File: src/rtl/dscn_pkg.sv
// Types and constants shared by the decimal normalizer and compare block.
package dscn_pkg;

    localparam int CHAR_W      = 8;
    localparam int DIG_W       = 4;
    localparam int CNT_W       = 5;
    localparam int MAX_DIGITS  = 16;
    localparam int SIG_W       = MAX_DIGITS * DIG_W;
    localparam int EXP_W       = 9;
    localparam int EXP_LIMIT   = 128;
    localparam int QUEUE_DEPTH = 4;
    localparam int Q_PTR_W     = $clog2(QUEUE_DEPTH);

    localparam logic [CHAR_W-1:0] CHAR_POINT = 8'h2E;
    localparam logic [CHAR_W-1:0] CHAR_ZERO  = 8'h30;
    localparam logic [CHAR_W-1:0] CHAR_NINE  = 8'h39;

    localparam logic [CNT_W-1:0] SIG_DIGITS_RESET = 5'd16;

    // What one character means to the back end.
    typedef enum logic [1:0] {
        CLS_OTHER,
        CLS_POINT,
        CLS_DIGIT
    } t_char_class;

    // One classified character as it travels through the queue.
    typedef struct packed {
        t_char_class        char_class;
        logic [DIG_W-1:0]   digit;
        logic               mode;
        logic               last;
    } t_front_beat;

    // Queue head handed from the front end to the back end.
    typedef struct packed {
        logic        valid;
        t_front_beat beat;
    } t_queue_head;

endpackage

File: src/rtl/dscn_in_if.sv
// Character channel: one ASCII character of a number per beat.
interface dscn_in_if;
    logic       valid;
    logic       ready;
    logic [7:0] char_code;
    logic       mode;
    logic       last_char;

    modport source (output valid, output char_code, output mode, output last_char,
                    input ready);
    modport sink   (input valid, input char_code, input mode, input last_char,
                    output ready);
endinterface

File: src/rtl/dscn_out_if.sv
// Result channel: one normalized number per beat.
interface dscn_out_if;
    logic              valid;
    logic              ready;
    logic              which_number;
    logic [63:0]       significand_bcd;
    logic signed [8:0] exponent;
    logic              is_zero;
    logic              numbers_equal;

    modport source (output valid, output which_number, output significand_bcd,
                    output exponent, output is_zero, output numbers_equal,
                    input ready);
    modport sink   (input valid, input which_number, input significand_bcd,
                    input exponent, input is_zero, input numbers_equal,
                    output ready);
endinterface

File: src/rtl/dscn_front.sv
// Front end: accepts characters, classifies them and queues them for the back end.
module dscn_front
    import dscn_pkg::*;
(
    input  logic           i_clk,
    input  logic           i_rst_n,
    dscn_in_if.sink        i_in,
    output t_queue_head    o_head,
    input  logic           i_pop
);

    t_front_beat                    r_queue [QUEUE_DEPTH];
    logic [Q_PTR_W-1:0]             r_wr_ptr;
    logic [Q_PTR_W-1:0]             r_rd_ptr;
    logic [Q_PTR_W:0]               r_count;
    logic [Q_PTR_W-1:0]             n_wr_ptr;
    logic [Q_PTR_W-1:0]             n_rd_ptr;
    logic [Q_PTR_W:0]               n_count;
    t_front_beat                    s_beat;
    logic                           s_push;
    logic                           s_pop;

    // Classify the incoming character.
    always_comb begin
        s_beat.mode  = i_in.mode;
        s_beat.last  = i_in.last_char;
        s_beat.digit = '0;
        unique case (i_in.char_code) inside
            CHAR_POINT: begin
                s_beat.char_class = CLS_POINT;
            end
            [CHAR_ZERO:CHAR_NINE]: begin
                s_beat.char_class = CLS_DIGIT;
                s_beat.digit      = DIG_W'(i_in.char_code - CHAR_ZERO);
            end
            default: begin
                s_beat.char_class = CLS_OTHER;
            end
        endcase
    end

    // Queue handshake: a beat is taken whenever a slot is free.
    assign i_in.ready    = (r_count != (Q_PTR_W + 1)'(QUEUE_DEPTH));
    assign s_push        = i_in.valid && i_in.ready;
    assign s_pop         = i_pop && (r_count != '0);
    assign o_head.valid  = (r_count != '0);
    assign o_head.beat   = r_queue[r_rd_ptr];

    // Pointer and fill count update.
    always_comb begin
        n_wr_ptr = s_push ? r_wr_ptr + 1'b1 : r_wr_ptr;
        n_rd_ptr = s_pop ? r_rd_ptr + 1'b1 : r_rd_ptr;
        n_count  = r_count;
        if (s_push && !s_pop) begin
            n_count = r_count + 1'b1;
        end else if (!s_push && s_pop) begin
            n_count = r_count - 1'b1;
        end
    end

    always_ff @(posedge i_clk) begin
        if (!i_rst_n) begin
            r_wr_ptr <= '0;
            r_rd_ptr <= '0;
            r_count  <= '0;
        end else begin
            r_wr_ptr <= n_wr_ptr;
            r_rd_ptr <= n_rd_ptr;
            r_count  <= n_count;
        end
    end

    // Queue storage needs no reset.
    always_ff @(posedge i_clk) begin
        if (s_push) begin
            r_queue[r_wr_ptr] <= s_beat;
        end
    end

endmodule

File: src/rtl/dscn_back.sv
// Back end: tracks point and first nonzero digit, collects digits and forms each result.
module dscn_back
    import dscn_pkg::*;
#(
    parameter int MAX_CHARS = 128,
    parameter int POS_W     = 8
)
(
    input  logic              i_clk,
    input  logic              i_rst_n,
    input  logic [CNT_W-1:0]  i_cnt,
    input  t_queue_head       i_head,
    output logic              o_pop,
    dscn_out_if.source        o_res
);

    localparam int DIFF_W = (POS_W + 2 > EXP_W + 1) ? POS_W + 2 : EXP_W + 1;

    logic [POS_W-1:0]        r_pos, n_pos;
    logic                    r_pt_seen, n_pt_seen;
    logic [POS_W-1:0]        r_pt_pos, n_pt_pos;
    logic                    r_sig_seen, n_sig_seen;
    logic [POS_W-1:0]        r_fs_pos, n_fs_pos;
    logic [SIG_W-1:0]        r_buf, n_buf;
    logic [CNT_W-1:0]        r_ncol, n_ncol;
    logic [SIG_W-1:0]        r_sv_digs;
    logic signed [EXP_W-1:0] r_sv_exp;
    logic                    r_sv_zero;

    logic                    r_out_valid;
    logic                    r_out_which;
    logic [SIG_W-1:0]        r_out_digs;
    logic signed [EXP_W-1:0] r_out_exp;
    logic                    r_out_zero;
    logic                    r_out_eq;

    logic                    s_take;
    logic                    s_finish;
    logic [SIG_W-1:0]        s_mask;
    logic [SIG_W-1:0]        s_digs;
    logic                    s_zero;
    logic [POS_W-1:0]        s_dp;
    logic signed [DIFF_W-1:0] s_diff;
    logic signed [DIFF_W-1:0] s_diff_adj;
    logic signed [EXP_W-1:0] s_exp;
    logic                    s_eq;

    // A beat that ends a number waits until the output register is free.
    assign s_take   = i_head.valid &&
                      (!i_head.beat.last || !r_out_valid || o_res.ready);
    assign s_finish = s_take && i_head.beat.last;
    assign o_pop    = s_take;

    // Per-character update of the number being read.
    always_comb begin
        n_pos      = r_pos;
        n_pt_seen  = r_pt_seen;
        n_pt_pos   = r_pt_pos;
        n_sig_seen = r_sig_seen;
        n_fs_pos   = r_fs_pos;
        n_buf      = r_buf;
        n_ncol     = r_ncol;
        if (i_head.beat.char_class == CLS_POINT) begin
            n_pt_seen = 1'b1;
            n_pt_pos  = r_pos;
        end
        if (i_head.beat.char_class == CLS_DIGIT) begin
            if (i_head.beat.digit != '0 && !r_sig_seen) begin
                n_sig_seen = 1'b1;
                n_fs_pos   = r_pos;
            end
            if (n_sig_seen && r_ncol < i_cnt) begin
                for (int k = 0; k < MAX_DIGITS; k++) begin
                    if (r_ncol[CNT_W-2:0] == (CNT_W - 1)'(k)) begin
                        n_buf[SIG_W-1-DIG_W*k -: DIG_W] = i_head.beat.digit;
                    end
                end
                n_ncol = r_ncol + 1'b1;
            end
        end
        if (i_head.beat.char_class != CLS_OTHER && r_pos < POS_W'(MAX_CHARS)) begin
            n_pos = r_pos + 1'b1;
        end
    end

    // Keep only the leading digits of the current digit count.
    always_comb begin
        for (int k = 0; k < MAX_DIGITS; k++) begin
            s_mask[SIG_W-1-DIG_W*k -: DIG_W] = (CNT_W'(k) < i_cnt) ? '1 : '0;
        end
    end

    // Exponent of the 0.ddd form, saturated to the range -128 to 128.
    always_comb begin
        s_zero     = !n_sig_seen;
        s_digs     = s_zero ? '0 : (n_buf & s_mask);
        s_dp       = n_pt_seen ? n_pt_pos : n_pos;
        s_diff     = $signed(DIFF_W'(s_dp)) - $signed(DIFF_W'(n_fs_pos));
        s_diff_adj = (s_diff < 0) ? s_diff + DIFF_W'(1) : s_diff;
        if (s_zero) begin
            s_exp = '0;
        end else if (s_diff_adj > $signed(DIFF_W'(EXP_LIMIT))) begin
            s_exp = EXP_W'(EXP_LIMIT);
        end else if (s_diff_adj < -$signed(DIFF_W'(EXP_LIMIT))) begin
            s_exp = -$signed(EXP_W'(EXP_LIMIT));
        end else begin
            s_exp = EXP_W'(s_diff_adj);
        end
    end

    // Compare the second number with the saved first one.
    always_comb begin
        s_eq = 1'b0;
        if (i_head.beat.mode) begin
            if (s_zero || r_sv_zero) begin
                s_eq = s_zero && r_sv_zero;
            end else begin
                s_eq = (s_exp == r_sv_exp) && ((r_sv_digs & s_mask) == s_digs);
            end
        end
    end

    // Number state, saved first number and output valid.
    always_ff @(posedge i_clk) begin
        if (!i_rst_n) begin
            r_pos       <= '0;
            r_pt_seen   <= 1'b0;
            r_pt_pos    <= '0;
            r_sig_seen  <= 1'b0;
            r_fs_pos    <= '0;
            r_buf       <= '0;
            r_ncol      <= '0;
            r_sv_digs   <= '0;
            r_sv_exp    <= '0;
            r_sv_zero   <= 1'b1;
            r_out_valid <= 1'b0;
        end else begin
            if (s_finish) begin
                r_pos      <= '0;
                r_pt_seen  <= 1'b0;
                r_pt_pos   <= '0;
                r_sig_seen <= 1'b0;
                r_fs_pos   <= '0;
                r_buf      <= '0;
                r_ncol     <= '0;
                if (!i_head.beat.mode) begin
                    r_sv_digs <= s_digs;
                    r_sv_exp  <= s_exp;
                    r_sv_zero <= s_zero;
                end
            end else if (s_take) begin
                r_pos      <= n_pos;
                r_pt_seen  <= n_pt_seen;
                r_pt_pos   <= n_pt_pos;
                r_sig_seen <= n_sig_seen;
                r_fs_pos   <= n_fs_pos;
                r_buf      <= n_buf;
                r_ncol     <= n_ncol;
            end
            if (s_finish) begin
                r_out_valid <= 1'b1;
            end else if (o_res.ready) begin
                r_out_valid <= 1'b0;
            end
        end
    end

    // Result payload register.
    always_ff @(posedge i_clk) begin
        if (s_finish) begin
            r_out_which <= i_head.beat.mode;
            r_out_digs  <= s_digs;
            r_out_exp   <= s_exp;
            r_out_zero  <= s_zero;
            r_out_eq    <= s_eq;
        end
    end

    assign o_res.valid           = r_out_valid;
    assign o_res.which_number    = r_out_which;
    assign o_res.significand_bcd = r_out_digs;
    assign o_res.exponent        = r_out_exp;
    assign o_res.is_zero         = r_out_zero;
    assign o_res.numbers_equal   = r_out_eq;

endmodule

File: src/rtl/decimal_sci_normalize_compare.sv
// Top level of the decimal string normalizer with first/second number compare.
//
// Characters of two unsigned decimal numbers arrive on i_in, one per beat:
// digits and the point, first number with mode 0, second with mode 1, the
// final character of each marked by last_char. Other codes are skipped.
// Each number yields one beat on o_res: the BCD significand truncated or
// zero-padded to the configured digit count, the exponent of the 0.ddd form,
// a zero flag and, on the second number, whether both forms agree.
// i_cfg_we/i_cfg_data set the digit count (1 to 16, reset 16); the user
// must write it only while idle, which the block itself does not enforce.
// Throughput is one character per cycle while the queue has a free slot. A
// final character is written into the four-entry queue, then the digit
// tracker loads its result into the output register, which drives o_res.
// Reset empties the queue, clears the number state, marks the saved first
// number as zero and drops o_res.valid. While o_res is stalled the result
// holds, the tracker keeps taking non-final characters and the queue keeps
// accepting until its four entries are full.
module decimal_sci_normalize_compare
    import dscn_pkg::*;
#(
    parameter int MAX_CHARS = 128
)
(
    input  logic             i_clk,
    input  logic             i_rst_n,
    dscn_in_if.sink          i_in,
    dscn_out_if.source       o_res,
    input  logic             i_cfg_we,
    input  logic [CNT_W-1:0] i_cfg_data
);

    localparam int POS_W = $clog2(MAX_CHARS + 1);

    logic [CNT_W-1:0] r_sig_digits;
    logic [CNT_W-1:0] s_cnt;
    t_queue_head      s_head;
    logic             s_pop;

    // Digit count register.
    always_ff @(posedge i_clk) begin
        if (!i_rst_n) begin
            r_sig_digits <= SIG_DIGITS_RESET;
        end else if (i_cfg_we) begin
            r_sig_digits <= i_cfg_data;
        end
    end

    // Effective digit count: zero acts as one, capped at the buffer size.
    always_comb begin
        if (r_sig_digits == '0) begin
            s_cnt = CNT_W'(1);
        end else if (r_sig_digits > CNT_W'(MAX_DIGITS)) begin
            s_cnt = CNT_W'(MAX_DIGITS);
        end else begin
            s_cnt = r_sig_digits;
        end
    end

    dscn_front u_front (
        .i_clk   (i_clk),
        .i_rst_n (i_rst_n),
        .i_in    (i_in),
        .o_head  (s_head),
        .i_pop   (s_pop)
    );

    dscn_back #(
        .MAX_CHARS (MAX_CHARS),
        .POS_W     (POS_W)
    ) u_back (
        .i_clk   (i_clk),
        .i_rst_n (i_rst_n),
        .i_cnt   (s_cnt),
        .i_head  (s_head),
        .o_pop   (s_pop),
        .o_res   (o_res)
    );

endmodule

File: src/flat_wrapper.sv
// flat-port wrapper written by rule: the top's interface ports become plain ports
module decimal_sci_normalize_compare_flat import dscn_pkg::*;
#(
    parameter int MAX_CHARS = 128
)
  (i_clk, i_rst_n, i_cfg_we, i_cfg_data, i_in_valid, i_in_char_code, i_in_mode, i_in_last_char, i_in_ready, o_res_valid, o_res_which_number, o_res_significand_bcd, o_res_exponent, o_res_is_zero, o_res_numbers_equal, o_res_ready);
  dscn_in_if i_in_i ();
  dscn_out_if o_res_i ();
  input  logic i_clk;
  input  logic i_rst_n;
  input  logic i_cfg_we;
  input  logic [CNT_W-1:0] i_cfg_data;
  input wire logic [$bits(i_in_i.valid)-1:0] i_in_valid;
  input wire logic [$bits(i_in_i.char_code)-1:0] i_in_char_code;
  input wire logic [$bits(i_in_i.mode)-1:0] i_in_mode;
  input wire logic [$bits(i_in_i.last_char)-1:0] i_in_last_char;
  output wire logic [$bits(i_in_i.ready)-1:0] i_in_ready;
  output wire logic [$bits(o_res_i.valid)-1:0] o_res_valid;
  output wire logic [$bits(o_res_i.which_number)-1:0] o_res_which_number;
  output wire logic [$bits(o_res_i.significand_bcd)-1:0] o_res_significand_bcd;
  output wire logic [$bits(o_res_i.exponent)-1:0] o_res_exponent;
  output wire logic [$bits(o_res_i.is_zero)-1:0] o_res_is_zero;
  output wire logic [$bits(o_res_i.numbers_equal)-1:0] o_res_numbers_equal;
  input wire logic [$bits(o_res_i.ready)-1:0] o_res_ready;
  assign i_in_i.valid = i_in_valid;
  assign i_in_i.char_code = i_in_char_code;
  assign i_in_i.mode = i_in_mode;
  assign i_in_i.last_char = i_in_last_char;
  assign i_in_ready = i_in_i.ready;
  assign o_res_valid = o_res_i.valid;
  assign o_res_which_number = o_res_i.which_number;
  assign o_res_significand_bcd = o_res_i.significand_bcd;
  assign o_res_exponent = o_res_i.exponent;
  assign o_res_is_zero = o_res_i.is_zero;
  assign o_res_numbers_equal = o_res_i.numbers_equal;
  assign o_res_i.ready = o_res_ready;
  decimal_sci_normalize_compare #(.MAX_CHARS(MAX_CHARS)) u_core (.i_clk(i_clk), .i_rst_n(i_rst_n), .i_in(i_in_i), .o_res(o_res_i), .i_cfg_we(i_cfg_we), .i_cfg_data(i_cfg_data));
endmodule
File: config.mk
export PLATFORM = sky130hd
export DESIGN_NAME = decimal_sci_normalize_compare_flat
export DESIGN_NICKNAME = d
export VERILOG_FILES = /design/src/rtl/dscn_pkg.sv /design/src/rtl/dscn_in_if.sv /design/src/rtl/dscn_out_if.sv /design/src/rtl/dscn_front.sv /design/src/rtl/dscn_back.sv /design/src/rtl/decimal_sci_normalize_compare.sv /design/src/flat_wrapper.sv
export SDC_FILE = /design/constraint.sdc
export NUM_CORES = 1
export LEC_CHECK = 0
export ABC_AREA = 1
export BUFFER_PORTS_ARGS = -buffer_cell sky130_fd_sc_hd__buf_2
export CAP_MARGIN = 30
export CELL_PAD_IN_SITES_DETAIL_PLACEMENT = 2
export CELL_PAD_IN_SITES_GLOBAL_PLACEMENT = 2
export CORE_MARGIN = 5
export CORE_UTILIZATION = 35
export CTS_CLUSTER_SIZE = 40
export DETAILED_ROUTE_END_ITERATION = 16
export MAX_ROUTING_LAYER = met4
export PLACE_DENSITY_LB_ADDON = 0.1
export SLEW_MARGIN = 10
export SYNTH_ARGS = -nofsm -noshare
export SYNTH_HDL_FRONTEND = slang
export SYNTH_SLANG_ARGS = --single-unit
File: constraint.sdc
create_clock -name i_clk -period 6.2 [get_ports i_clk]
set_clock_uncertainty 0.05 [all_clocks]
set_input_delay 0 -clock i_clk [delete_from_list [all_inputs] [get_ports i_clk]]
set_output_delay 0 -clock i_clk [all_outputs]
set_load 0.02 [all_outputs]
---- Word-level counts from Yosys, hierarchy flattened ----
Memories as Yosys holds them, arrays and structs flattened. A register that Yosys moved wholly into a read port is not among the register bits.
Index checks and enable logic that the tools add are counted.
operators by class
  add/subtract/negate cells ............... 9
  $lt $le $gt $ge ......................... 24
  eq/ne operators ......................... 21
  mux-type cells .......................... 61
  bitwise operators ....................... 4
  reduce and logical (&&, ||, !) cells .... 31
operators by type and width
  operator                                                                          number
  64-bit two-way mux                                                                3
  4-bit two-way mux                                                                 33
  64-bit bitwise AND                                                                2
  64-bit == test                                                                    1
  4-bit by 5-bit < comparator with 1-bit output, first input constant               8
  8-bit two-way mux                                                                 5
  4-bit == test, second input constant                                              8
  9-bit two-way mux                                                                 3
  3-bit by 5-bit < comparator with 1-bit output, first input constant               4
  4-bit by 3-bit == test with 1-bit output, second input constant                   4
  1-bit logical AND                                                                 12
  9-bit by 2-bit adder with 10-bit output, second input constant                    1
  10-bit by 9-bit greater-than comparator with 1-bit output, second input constant  1
  1-bit by 5-bit < comparator with 1-bit output, first input constant               2
  10-bit by 8-bit < comparator with 1-bit output, second input constant             1
  2-bit by 5-bit < comparator with 1-bit output, first input constant               2
  10-bit two-way mux                                                                1
  5-bit two-way mux                                                                 2
  9-bit == test                                                                     1
  9-bit by 1-bit < comparator with 1-bit output, second input constant              1
  1-bit two-way mux                                                                 9
  8-bit by 8-bit subtractor with 9-bit output                                       1
  8-bit by 1-bit adder with 8-bit output, second input constant                     1
  4-bit by 2-bit == test with 1-bit output, second input constant                   2
  29 further kinds                                                                  42
storage, ports and cells
  register bits after elaboration ......... 258
  memory bits (writable) .................. 32
  output and inout port bits .............. 78
  logic and storage cells ................. 171
  memories kept ........................... 1
memories
  name                    words  width  rd ports  clocked after memory_dff  wr ports  RTL line          source
  u_core.u_front.r_queue  4      8      1         1                         1         dscn_front.sv:12  t_front_beat r_queue [QUEUE_DEPTH];

---- Depth between registers and ports, before layout ----
Gate-level depths: netlist (run 1).
  word-level depth ........................ 14
  depth in mapped cells ................... 36

---- Cells and area by module ----
A second synthesis (run 1) with hierarchy kept.
unflattened totals
  cell total of the unflattened synthesis .. 2063
  area total of the unflattened synthesis .. 15061.9 um^2
by module, submodules not included
  module                         times used  cells an instance  area each (um^2)  seq. area each (um^2)
  dscn_back                      1           1867               13082.5           5685.5
  dscn_front                     1           163                1765.4            1141.1
  decimal_sci_normalize_compare  1           33                 214.0             100.1

---- Least setup slack after synthesis (run 1) ----
No wires, ideal clock.
  path kind ............................... register to register
  from .................................... register (tool-made name)
  to ...................................... register u_core.u_back.r_out_eq, in the netlist u_core.u_back.o_res.numbers_equal (data pin)
  data arrival time ....................... 4319 ps
  required time ........................... 6004 ps
  slack ................................... 1685 ps
  stages on the path, launching flop included .. 34
  buffers on the path ..................... 5
  cell sequence ........................... dfxtp_1 -> buf_6 -> inv_6 -> buf_6 -> nand2_1 -> nand3_1 -> nand2_1 -> clkbuf_1 -> nand4_1 -> nand3_1 -> clkbuf_1 -> nand2_1 -> o21ai_0 -> ha_1 -> inv_1 -> fa_1 -> nand2_1 -> nand2_1 -> nand3_1 -> nand2_1 -> nor2_1 -> nand2_1 -> nor2_1 -> a21oi_2 -> a21oi_1 -> nand2_1 -> buf_4 -> nand2_1 -> nand2_1 -> nand2_1 -> nand2_1 -> nor3_2 -> nand3_1 -> a21oi_1
RTL lines
  item                  RTL line          source
  to (signal assigned)  dscn_back.sv:175  r_out_eq <= s_eq;
  to (decl)             dscn_back.sv:35   logic r_out_eq;

==> results by group, run 1 <==
GRT
  • Antenna violations before repair: 1
  • Pin count of the biggest net entering global routing: 85
  • Wire length of the first global-routing pass: 86800 um
  • Overflow left after global routing: 0
  • GR Util All Layers: 0.233
  • Number of global-route vias before repair: 16000

Clocking
  • Setup bufs post-CTS: 0
  • Clock tree from TritonCTS: done
  • Maximum level of the CTS H-tree: 2
  • Clock Tree Root: clkbuf_16
  • Number of buffers inserted during clock tree synthesis: 37
  • Clock Sinks: 292
  • Maximum buffer depth of the clock tree: 3
  • Clock-pin slew reported for the worst setup and hold paths after clock tree synthesis: 0.06 ns
  • Clock latency of the later-clocked register in the worst-skew pair: 0.55 ns

Synthesis
  • Library cells used by synthesis: 45
  • Net count after synthesis: 2180
  • Sequential element share of the synthesized area: 0.451
  • Yosys warns: 0
  • Average cell area after synthesis: 7.19 sq um
  • Post-synthesis cell area: 15300 sq um
  • Most instantiated flip-flop cell in the synthesis netlist: dfxtp_1
  • Synthesis-stage register bit count: 292
  • Cells after synthesis: 2134
  • Share of async-settable or async-resettable flops after synthesis: 0
  • Number of enable flip-flop cells after synthesis: 108

Floorplanning
  • Starting density of the core: 0.355
  • Die Span Y: 219 um
  • Row count: 76
  • Die area: 48100 sq um
  • Placeable core area: 43300 sq um
  • Number of primary I/O pins: 98
  • Die width: 219 um

STA
  • Final worst path period share: 0.870
  • Number of failing setup endpoints in the final timing report: 0
  • Worst-margin pin slew: 0.912 ns
  • Period minus WS final: 5.39 ns
  • Worst slew slack as a fraction of its limit: 0.390
  • Hold Fails Final Rpt: 0
  • Final total negative setup slack: 0 ns
  • Slew Viols, Final: 0
  • Achievable frequency: 0.185 GHz
  • Setup repair after global routing missed its margin: false

Layout
  • Share of final-layout standard cells stronger than drive strength 1: 0.101
  • Top library cells by usage in the layout, fill and taps aside: nand2_1 (460), inv_1 (351), nor2_1 (261)
  • # nets final: 2274
  • Most common cell after layout, fill and taps aside: nand2_1
  • Count of filler cells inserted in the layout: 5084
  • Total area of sequential cells: 6930 sq um
  • Area overhead of the layout relative to synthesis: 15.5%
  • Area of the multi-input gates: 6650 sq um

Placed design
  • Dpl hpwl: 38600 um
  • Final Wtd Congestion: 0.815
  • Count of buffers from port buffering: 97

Drt
  • Drt first pass iters: 5
  • DRC violations left: 0
  • Met2 Wirelength: 28100 um
  • Met3 wirelength from detailed routing: 1560 um
  • Via count: 14500
  • Starting DRT DRC Count: 608
  • Top sig layer: met4
  • WL met1: 23900 um
  • Detailed Route WL: 54600 um
  • Via/cell ratio: 5.11
  • Wirelength per Cell: 19.2 um
  • Count of antenna-violating nets left after detailed routing: 0

Critical path
  • Category of the worst setup path capture point: flip-flop
  • Critical path class: flip-flop to flip-flop
  • Crit path launch type: flip-flop
  • Cell type of the slowest stage on the worst timing path: dfxtp_2
  • Slowest cell delay on critical path: 0.54 ns
  • Data required time of the critical path: 6.56 ns
  • Cell mode on critical path: nand2_1
  • Max Fanout on Critical Path: 17
  • CP arrival: 5.75 ns
  • Worst reg2reg path depth: 31

Hold path
  • Number of stages on the worst hold path: 4
  • Classification of the worst-slack hold path: input port to flip-flop

Run
  • # Max-Cap Violations: 0

Run status
  • Outcome: finished, final reports clean
stage by stage:
| stage | hold WS [ns] | cells | area [sq um] | setup WS, ns | utilization |
|---|---|---|---|---|---|
| floorplan | 0.0489 | 2134 | 15300 | 1.69 | - |
| global placement | 0.177 | 2750 | 16300 | 0.981 | 0.377 |
| detailed placement | 0.178 | 2750 | 16300 | 0.589 | 0.377 |
| CTS | 0.113 | 2839 | 17700 | 0.555 | 0.409 |
| global route | 0.152 | 2843 | 17700 | 0.157 | 0.410 |
| finish | 0.140 | 2843 | 17700 | 0.807 | 0.410 |
final timing paths:
kind / endpoint / startpoint / slack (ns)
min reg2reg: u_core.u_back.r_buf[0]$_SDFFE_PP0P_ / u_core.u_back.r_buf[0]$_SDFFE_PP0P_ / 0.41
max reg2reg: u_core.u_back.o_res.numbers_equal$_SDFFCE_PN0P_ / flip-flop / 0.81
min: u_core.u_back.r_sv_digs[18]$_SDFFE_PN0P_ / i_rst_n / 0.14
max: u_core.u_back.o_res.numbers_equal$_SDFFCE_PN0P_ / flip-flop / 0.81
state kept, by name, summed over array words and instances (netlist names), 8 cells and up, named ones only:
name and cells:
u_core.u_back.o_res.significand_bcd 64, u_core.u_back.r_buf 64, u_core.u_back.r_sv_digs 64, u_core.u_front.r_queue 32
u_core.u_back.o_res.exponent 9, u_core.u_back.r_sv_exp 9, u_core.u_back.r_fs_pos 8, u_core.u_back.r_pos 8
u_core.u_back.r_pt_pos 8
cells by family (layout without fill, tap and decap cells):
logic type,count (synthesis),after routing,share of synthesized area
other,0,1,0
adders and majority gates,26,26,0.0222
buffers and inverters,446,569,0.117
and+or+nand+nor,989,989,0.279
AOI/OAI and AO/OA,371,371,0.126
DFF,292,292,0.451
xor gates and xnor gates,10,10,0.00571
final cells by class:
type / instances / share of cell area
Multi-Input combinational cell: 1396 / 0.375
Clock inverter: 10 / 0.00353
Antenna cell: 1 / 0.000141
Sequential cell: 292 / 0.391
Timing Repair Buffer: 138 / 0.0487
Inverter: 363 / 0.0772
Tap cell: 585 / 0.0413
Clock buffer: 58 / 0.0631
per-layer routing:
metal	track usage	vias to the layer above
li1	-	7045
met1	0.273	7255
met2	0.422	156
met3	0.0350	65
met4	0.0502	0
met5	-	-
worst max-delay path: cells and delay by family, from the launching register on:
kind / cells / cell delay [ns]
buffers and inverters: 4 / 0.44
DFF: 1 / 0.54
AOI/OAI and AO/OA: 3 / 0.35
adders and majority gates: 2 / 0.63
and+or+nand+nor: 22 / 3.22
timing repair:
item,in CTS,in global routing
setup endpoints to repair,0,1
hold endpoints to repair,40,0
hold buffers,21,0
gates resized for setup,0,1
synth_stat cells (2+ instances only):
library cell | n | area, sq um
buf_2 | 6 | 30.0
inv_1 | 353 | 1330
ha_1 | 24 | 300
clkinv_1 | 3 | 11.3
buf_4 | 7 | 52.6
fa_1 | 2 | 40.0
nor3_2 | 2 | 20.0
xor2_1 | 10 | 87.6
o21ai_1 | 17 | 85.1
buf_1 | 6 | 22.5
nand4_1 | 65 | 407
a211oi_1 | 5 | 37.5
o21bai_1 | 2 | 15.0
nand3_1 | 136 | 681
nor2_1 | 262 | 983
nor2_2 | 10 | 62.6
o21ai_0 | 179 | 896
nand2_2 | 10 | 62.6
clkbuf_1 | 54 | 203
o221ai_1 | 2 | 17.5
and2_1 | 10 | 62.6
inv_2 | 6 | 22.5
o211ai_1 | 8 | 60.1
or2_2 | 2 | 12.5
nand3b_1 | 3 | 22.5
a22oi_1 | 2 | 15.0
a21oi_1 | 149 | 746
buf_6 | 10 | 113
dfxtp_1 | 184 | 3680
nor3_1 | 8 | 40.0
nand3_2 | 15 | 150
edfxtp_1 | 108 | 3240
nand2_1 | 462 | 1730
Power of run 1 is left out: the tool's default activity adds up to more than one toggle a clock period on the data nets, which glitch-free logic cannot reach.
==> inputs of run 2 (changes only) <==
Settings changed: CELL_PAD_IN_SITES_DETAIL_PLACEMENT 2 to 0, CELL_PAD_IN_SITES_GLOBAL_PLACEMENT 2 to 1, CORE_UTILIZATION 35 to 45.
==> run 2 against run 1 <==
  * Final area decreased by 0.49%
  * Core utilization is 12 points higher
  * Global-route usage is 1.2 points lower
  * Sequential share of layout area up 0.18 points
  * Highest routed layer unchanged
==> results by group, run 2 (same netlist as run 1, synthesis figures left out) <==
Run status
  • Outcome: finished, final reports clean

Layout
  • Final cell area excluding filler cells: 17600 sq um
  • # nets final: 2280
  • Top library cells by usage in the layout, fill and taps aside: nand2_1 (460), inv_1 (351), nor2_1 (261)
  • Most common cell after layout, fill and taps aside: nand2_1
  • Final standard cell utilization of the core: 0.525
  • Share of final-layout standard cells stronger than drive strength 1: 0.100
  • Antenna diodes: 0
  • Area overhead of the layout relative to synthesis: 15.0%

Drt
  • Via/cell ratio: 5.08
  • Wirelength per Cell: 15.2 um
  • Detailed Route WL: 41200 um
  • Count of antenna-violating nets left after detailed routing: 0
  • Drt first pass iters: 7
  • Via count: 13800
  • Starting DRT DRC Count: 862
  • DRC violations left: 0

Placed design
  • Placement Cell Area: 16100 sq um
  • Final Wtd Congestion: 0.874
  • Dpl hpwl: 28300 um
  • Place WS: 0.981 ns
  • Count of buffers from port buffering: 97

Clocking
  • Number of gates given a new drive strength after cts: 0
  • Number of hold-repair buffers added at the cts stage: 31
  • Clock Tree Root: clkbuf_16
  • Setup bufs post-CTS: 0
  • Number of buffers inserted during clock tree synthesis: 35
  • Clock tree from TritonCTS: done
  • Clock Sinks: 292
  • Clock latency of the later-clocked register in the worst-skew pair: 0.52 ns
  • Maximum buffer depth of the clock tree: 3
  • Maximum level of the CTS H-tree: 2
  • Clock-pin slew reported for the worst setup and hold paths after clock tree synthesis: 0.06 ns

STA
  • Slew Viols, Final: 0
  • Period minus WS final: 5.29 ns
  • Achievable frequency: 0.189 GHz
  • Final worst path period share: 0.854
  • Final total negative setup slack: 0 ns
  • Worst slew slack as a fraction of its limit: 0.346
  • Crit path setup slack, layout: 0.906 ns
  • Number of failing setup endpoints in the final timing report: 0
  • Setup repair after global routing missed its margin: false
  • Hold Fails Final Rpt: 0
  • Worst-margin pin slew: 0.981 ns

Critical path
  • Cell type of the slowest stage on the worst timing path: dfxtp_1
  • Slowest cell delay on critical path: 0.72 ns
  • Data required time of the critical path: 6.52 ns
  • CP arrival: 5.62 ns
  • Crit path launch type: flip-flop
  • Cell mode on critical path: nand2_1
  • Critical path class: flip-flop to flip-flop
  • Max Fanout on Critical Path: 17
  • Category of the worst setup path capture point: flip-flop

Hold path
  • Classification of the worst-slack hold path: input port to flip-flop
  • Hold Path Origin: i_in_last_char

GRT
  • Pin count of the biggest net entering global routing: 95
  • Antenna violations before repair: 0
  • Wire length of the first global-routing pass: 67400 um
  • GR Util All Layers: 0.221
  • Overflow left after global routing: 0
  • Number of global-route vias before repair: 13100

Floorplanning
  • Number of primary I/O pins: 98
  • Die Span Y: 195 um
  • Die area: 37900 sq um
  • Placeable core area: 33600 sq um
  • Row count: 67
  • Starting density of the core: 0.456
  • Die width: 195 um

Run
  • # Max-Cap Violations: 0
-- run 2: cell types whose count changed in the layout (fill, tap and decap cells not counted), moves of 2 or more --
cell | previous run | this run
clkbuf_1 | 13 | 8
clkinv_4 | 2 | 0
clkbuf_16 | 40 | 37
clkbuf_8 | 5 | 7
dlygate4sd3_1 | 21 | 31
bufinv_16 | 0 | 3
-- run 2: metrics by stage --
step	hold slack [ns]	std cells
floorplan	0.0489	2134
global placement	0.162	2613
detailed placement	0.165	2613
CTS	0.172	2708
global route	0.199	2709
finish	0.187	2709
-- run 2: cell type report --
class                   instances  area [sq um]
inverters                     363          1370
clock inverters                12           150
multi-input cells            1396          6650
flip-flops and latches        292          6930
clock buffers                  52          1050
repair buffers                146           931
well taps                     448           561
fillers                      3332         16000
-- run 2: final timing paths --
check | endpoint | slack (ns) | cells after the start
worst max-delay path | u_core.u_back.o_res.numbers_equal$_SDFFCE_PN0P_ | 0.91 | 28
worst min-delay path | u_core.u_front.r_queue[0][0]$_DFFE_PP_ | 0.19 | 2
worst max register to register | u_core.u_back.o_res.numbers_equal$_SDFFCE_PN0P_ | 0.91 | 28
worst min register to register | u_core.u_back.r_buf[3]$_SDFFE_PP0P_ | 0.41 | 2
-- run 2: critical path, delay by kind of cell, from the launching register on --
family / cells / cell delay, ns
and+or+nand+nor: 19 / 2.69
AOI/OAI and AO/OA: 4 / 0.73
DFF: 1 / 0.72
adders and majority gates: 2 / 0.59
buffers and inverters: 3 / 0.35
-- run 2: routing by layer --
layer,share of wire,track usage,up-vias
li1,-,-,7068
met2,0.47,0.368,260
met4,0.023,0.0542,0
met5,0,-,-
met3,0.043,0.0277,63
met1,0.46,0.288,6360
Power of run 2 is left out for the same reason.
==> inputs of run 3 (changes only) <==
Settings changed: PLACE_DENSITY set to 0.77, PLACE_DENSITY_LB_ADDON 0.1 to unset.
==> run 3 against run 2 <==
  * Largest cell class unchanged
  * Non-clock buffer count is 8 lower
  * Final cell count is 0.30% lower
  * Highest routed layer unchanged
  * Final area is 0.26% lower
  * Count of clock-buffer cells in the layout is 11 lower
  * Sequential cell count stayed put
==> results by group, run 3 (same netlist as run 1, synthesis figures left out) <==
Floorplanning
  • Die Span Y: 195 um
  • Placeable core area: 33600 sq um
  • Row count: 67
  • Die width: 195 um
  • Starting density of the core: 0.456
  • Die area: 37900 sq um
  • Number of primary I/O pins: 98

Layout
  • Area of the multi-input gates: 6650 sq um
  • Most common cell after layout, fill and taps aside: nand2_1
  • Area overhead of the layout relative to synthesis: 14.7%
  • # nets final: 2272
  • Share of final-layout standard cells stronger than drive strength 1: 0.0994
  • Top library cells by usage in the layout, fill and taps aside: nand2_1 (460), inv_1 (351), nor2_1 (261)
  • Total area of sequential cells: 6930 sq um
  • Antenna diodes: 0
  • Count of filler cells inserted in the layout: 3271

Clocking
  • Clock-pin slew reported for the worst setup and hold paths after clock tree synthesis: 0.06 ns
  • Maximum level of the CTS H-tree: 2
  • Maximum buffer depth of the clock tree: 3
  • Setup bufs post-CTS: 0
  • Clock latency of the later-clocked register in the worst-skew pair: 0.52 ns
  • Clock tree from TritonCTS: done
  • Clock Tree Root: clkbuf_16
  • Clock Sinks: 292
  • Number of buffers inserted during clock tree synthesis: 35

GRT
  • Wire length of the first global-routing pass: 66900 um
  • Antenna violations before repair: 0
  • Pin count of the biggest net entering global routing: 95
  • Overflow left after global routing: 0
  • GR Util All Layers: 0.219
  • Number of global-route vias before repair: 13100

STA
  • Final total negative setup slack: 0 ns
  • Slew Viols, Final: 0
  • Hold Fails Final Rpt: 0
  • Setup repair after global routing missed its margin: false
  • Worst-margin pin slew: 0.953 ns
  • Worst slew slack as a fraction of its limit: 0.365
  • Hold slack: 0.203 ns
  • Period minus WS final: 5.31 ns
  • Crit path setup slack, layout: 0.886 ns
  • Achievable frequency: 0.188 GHz
  • Number of failing setup endpoints in the final timing report: 0
  • Final worst path period share: 0.857

Critical path
  • Max Fanout on Critical Path: 17
  • Data required time of the critical path: 6.52 ns
  • Crit path launch type: flip-flop
  • Number of buffers and inverters on the critical path: 3
  • Critical path class: flip-flop to flip-flop
  • Cell type of the slowest stage on the worst timing path: dfxtp_1
  • Category of the worst setup path capture point: flip-flop
  • Slowest cell delay on critical path: 0.70 ns
  • Cell mode on critical path: nand2_1
  • Register-to-Register Setup Slack: 0.89 ns
  • CP arrival: 5.63 ns
  • Largest delay share family, worst path: simple AND/OR/NAND/NOR gates

Drt
  • Via/cell ratio: 5.05
  • Detailed Route WL: 40700 um
  • Drt first pass iters: 6
  • Wirelength per Cell: 15.1 um
  • Starting DRT DRC Count: 951
  • Via count: 13600
  • Count of antenna-violating nets left after detailed routing: 0
  • DRC violations left: 0

Placed design
  • Count of buffers from port buffering: 97
  • Final Wtd Congestion: 0.870
  • Dpl hpwl: 28400 um
  • Place WS: 1.00 ns

Run status
  • Outcome: finished, final reports clean

Run
  • # Max-Cap Violations: 0

Hold path
  • Classification of the worst-slack hold path: input port to flip-flop
-- run 3: cell count changes in the layout (fill, tap and decap cells not counted), sizes merged --
cell	previous run	this run
clkinvlp	0	3
clkinv	11	15
bufinv	3	7
dlygate4sd3	31	23
clkbuf	52	41
-- run 3: area by class of cell --
cell class | instances | area share
Clock inverter | 23 | 0.0175
Multi-Input combinational cell | 1396 | 0.378
Sequential cell | 292 | 0.394
Tap cell | 448 | 0.0319
Inverter | 363 | 0.0778
Clock buffer | 41 | 0.0528
Timing Repair Buffer | 138 | 0.0483
-- run 3: layer usage --
layer,part of all wire,global-route usage
met4,0.023,0.0529
met2,0.47,0.365
met3,0.044,0.0312
met1,0.46,0.284
met5,0,-
-- run 3: worst paths after layout --
check,from,endpoint,cells after the start
hold reg to reg,u_core.u_back.r_buf[3]$_SDFFE_PP0P_,u_core.u_back.r_buf[3]$_SDFFE_PP0P_,2
setup reg to reg,flip-flop,u_core.u_back.o_res.numbers_equal$_SDFFCE_PN0P_,28
setup / recovery,flip-flop,u_core.u_back.o_res.numbers_equal$_SDFFCE_PN0P_,28
hold / removal,i_in_mode,u_core.u_front.r_queue[0][1]$_DFFE_PP_,2
-- run 3: worst reg2reg max path: cells and delay by family (launching register included) --
kind | cells | cell delay, ns
flops | 1 | 0.70
simple gates | 19 | 2.70
fa+ha+maj | 2 | 0.61
compound gates | 4 | 0.79
buf+inv | 3 | 0.33
-- run 3: through the flow --
step | instances | utilization | cell area [sq um]
after CTS | 2700 | 0.523 | 17600
final | 2701 | 0.524 | 17600
after detailed placement | 2613 | 0.480 | 16100
after floorplan | 2134 | - | 15300
after global placement | 2613 | 0.480 | 16100
after global routing | 2701 | 0.524 | 17600
-- run 3: repair_timing --
action / 4_1_cts / 5_1_grt
hold buffers: 23 / 0
resized for setup: 0 / 0
endpoints found under the hold margin: 65 / 0
Power of run 3 is left out for the same reason.
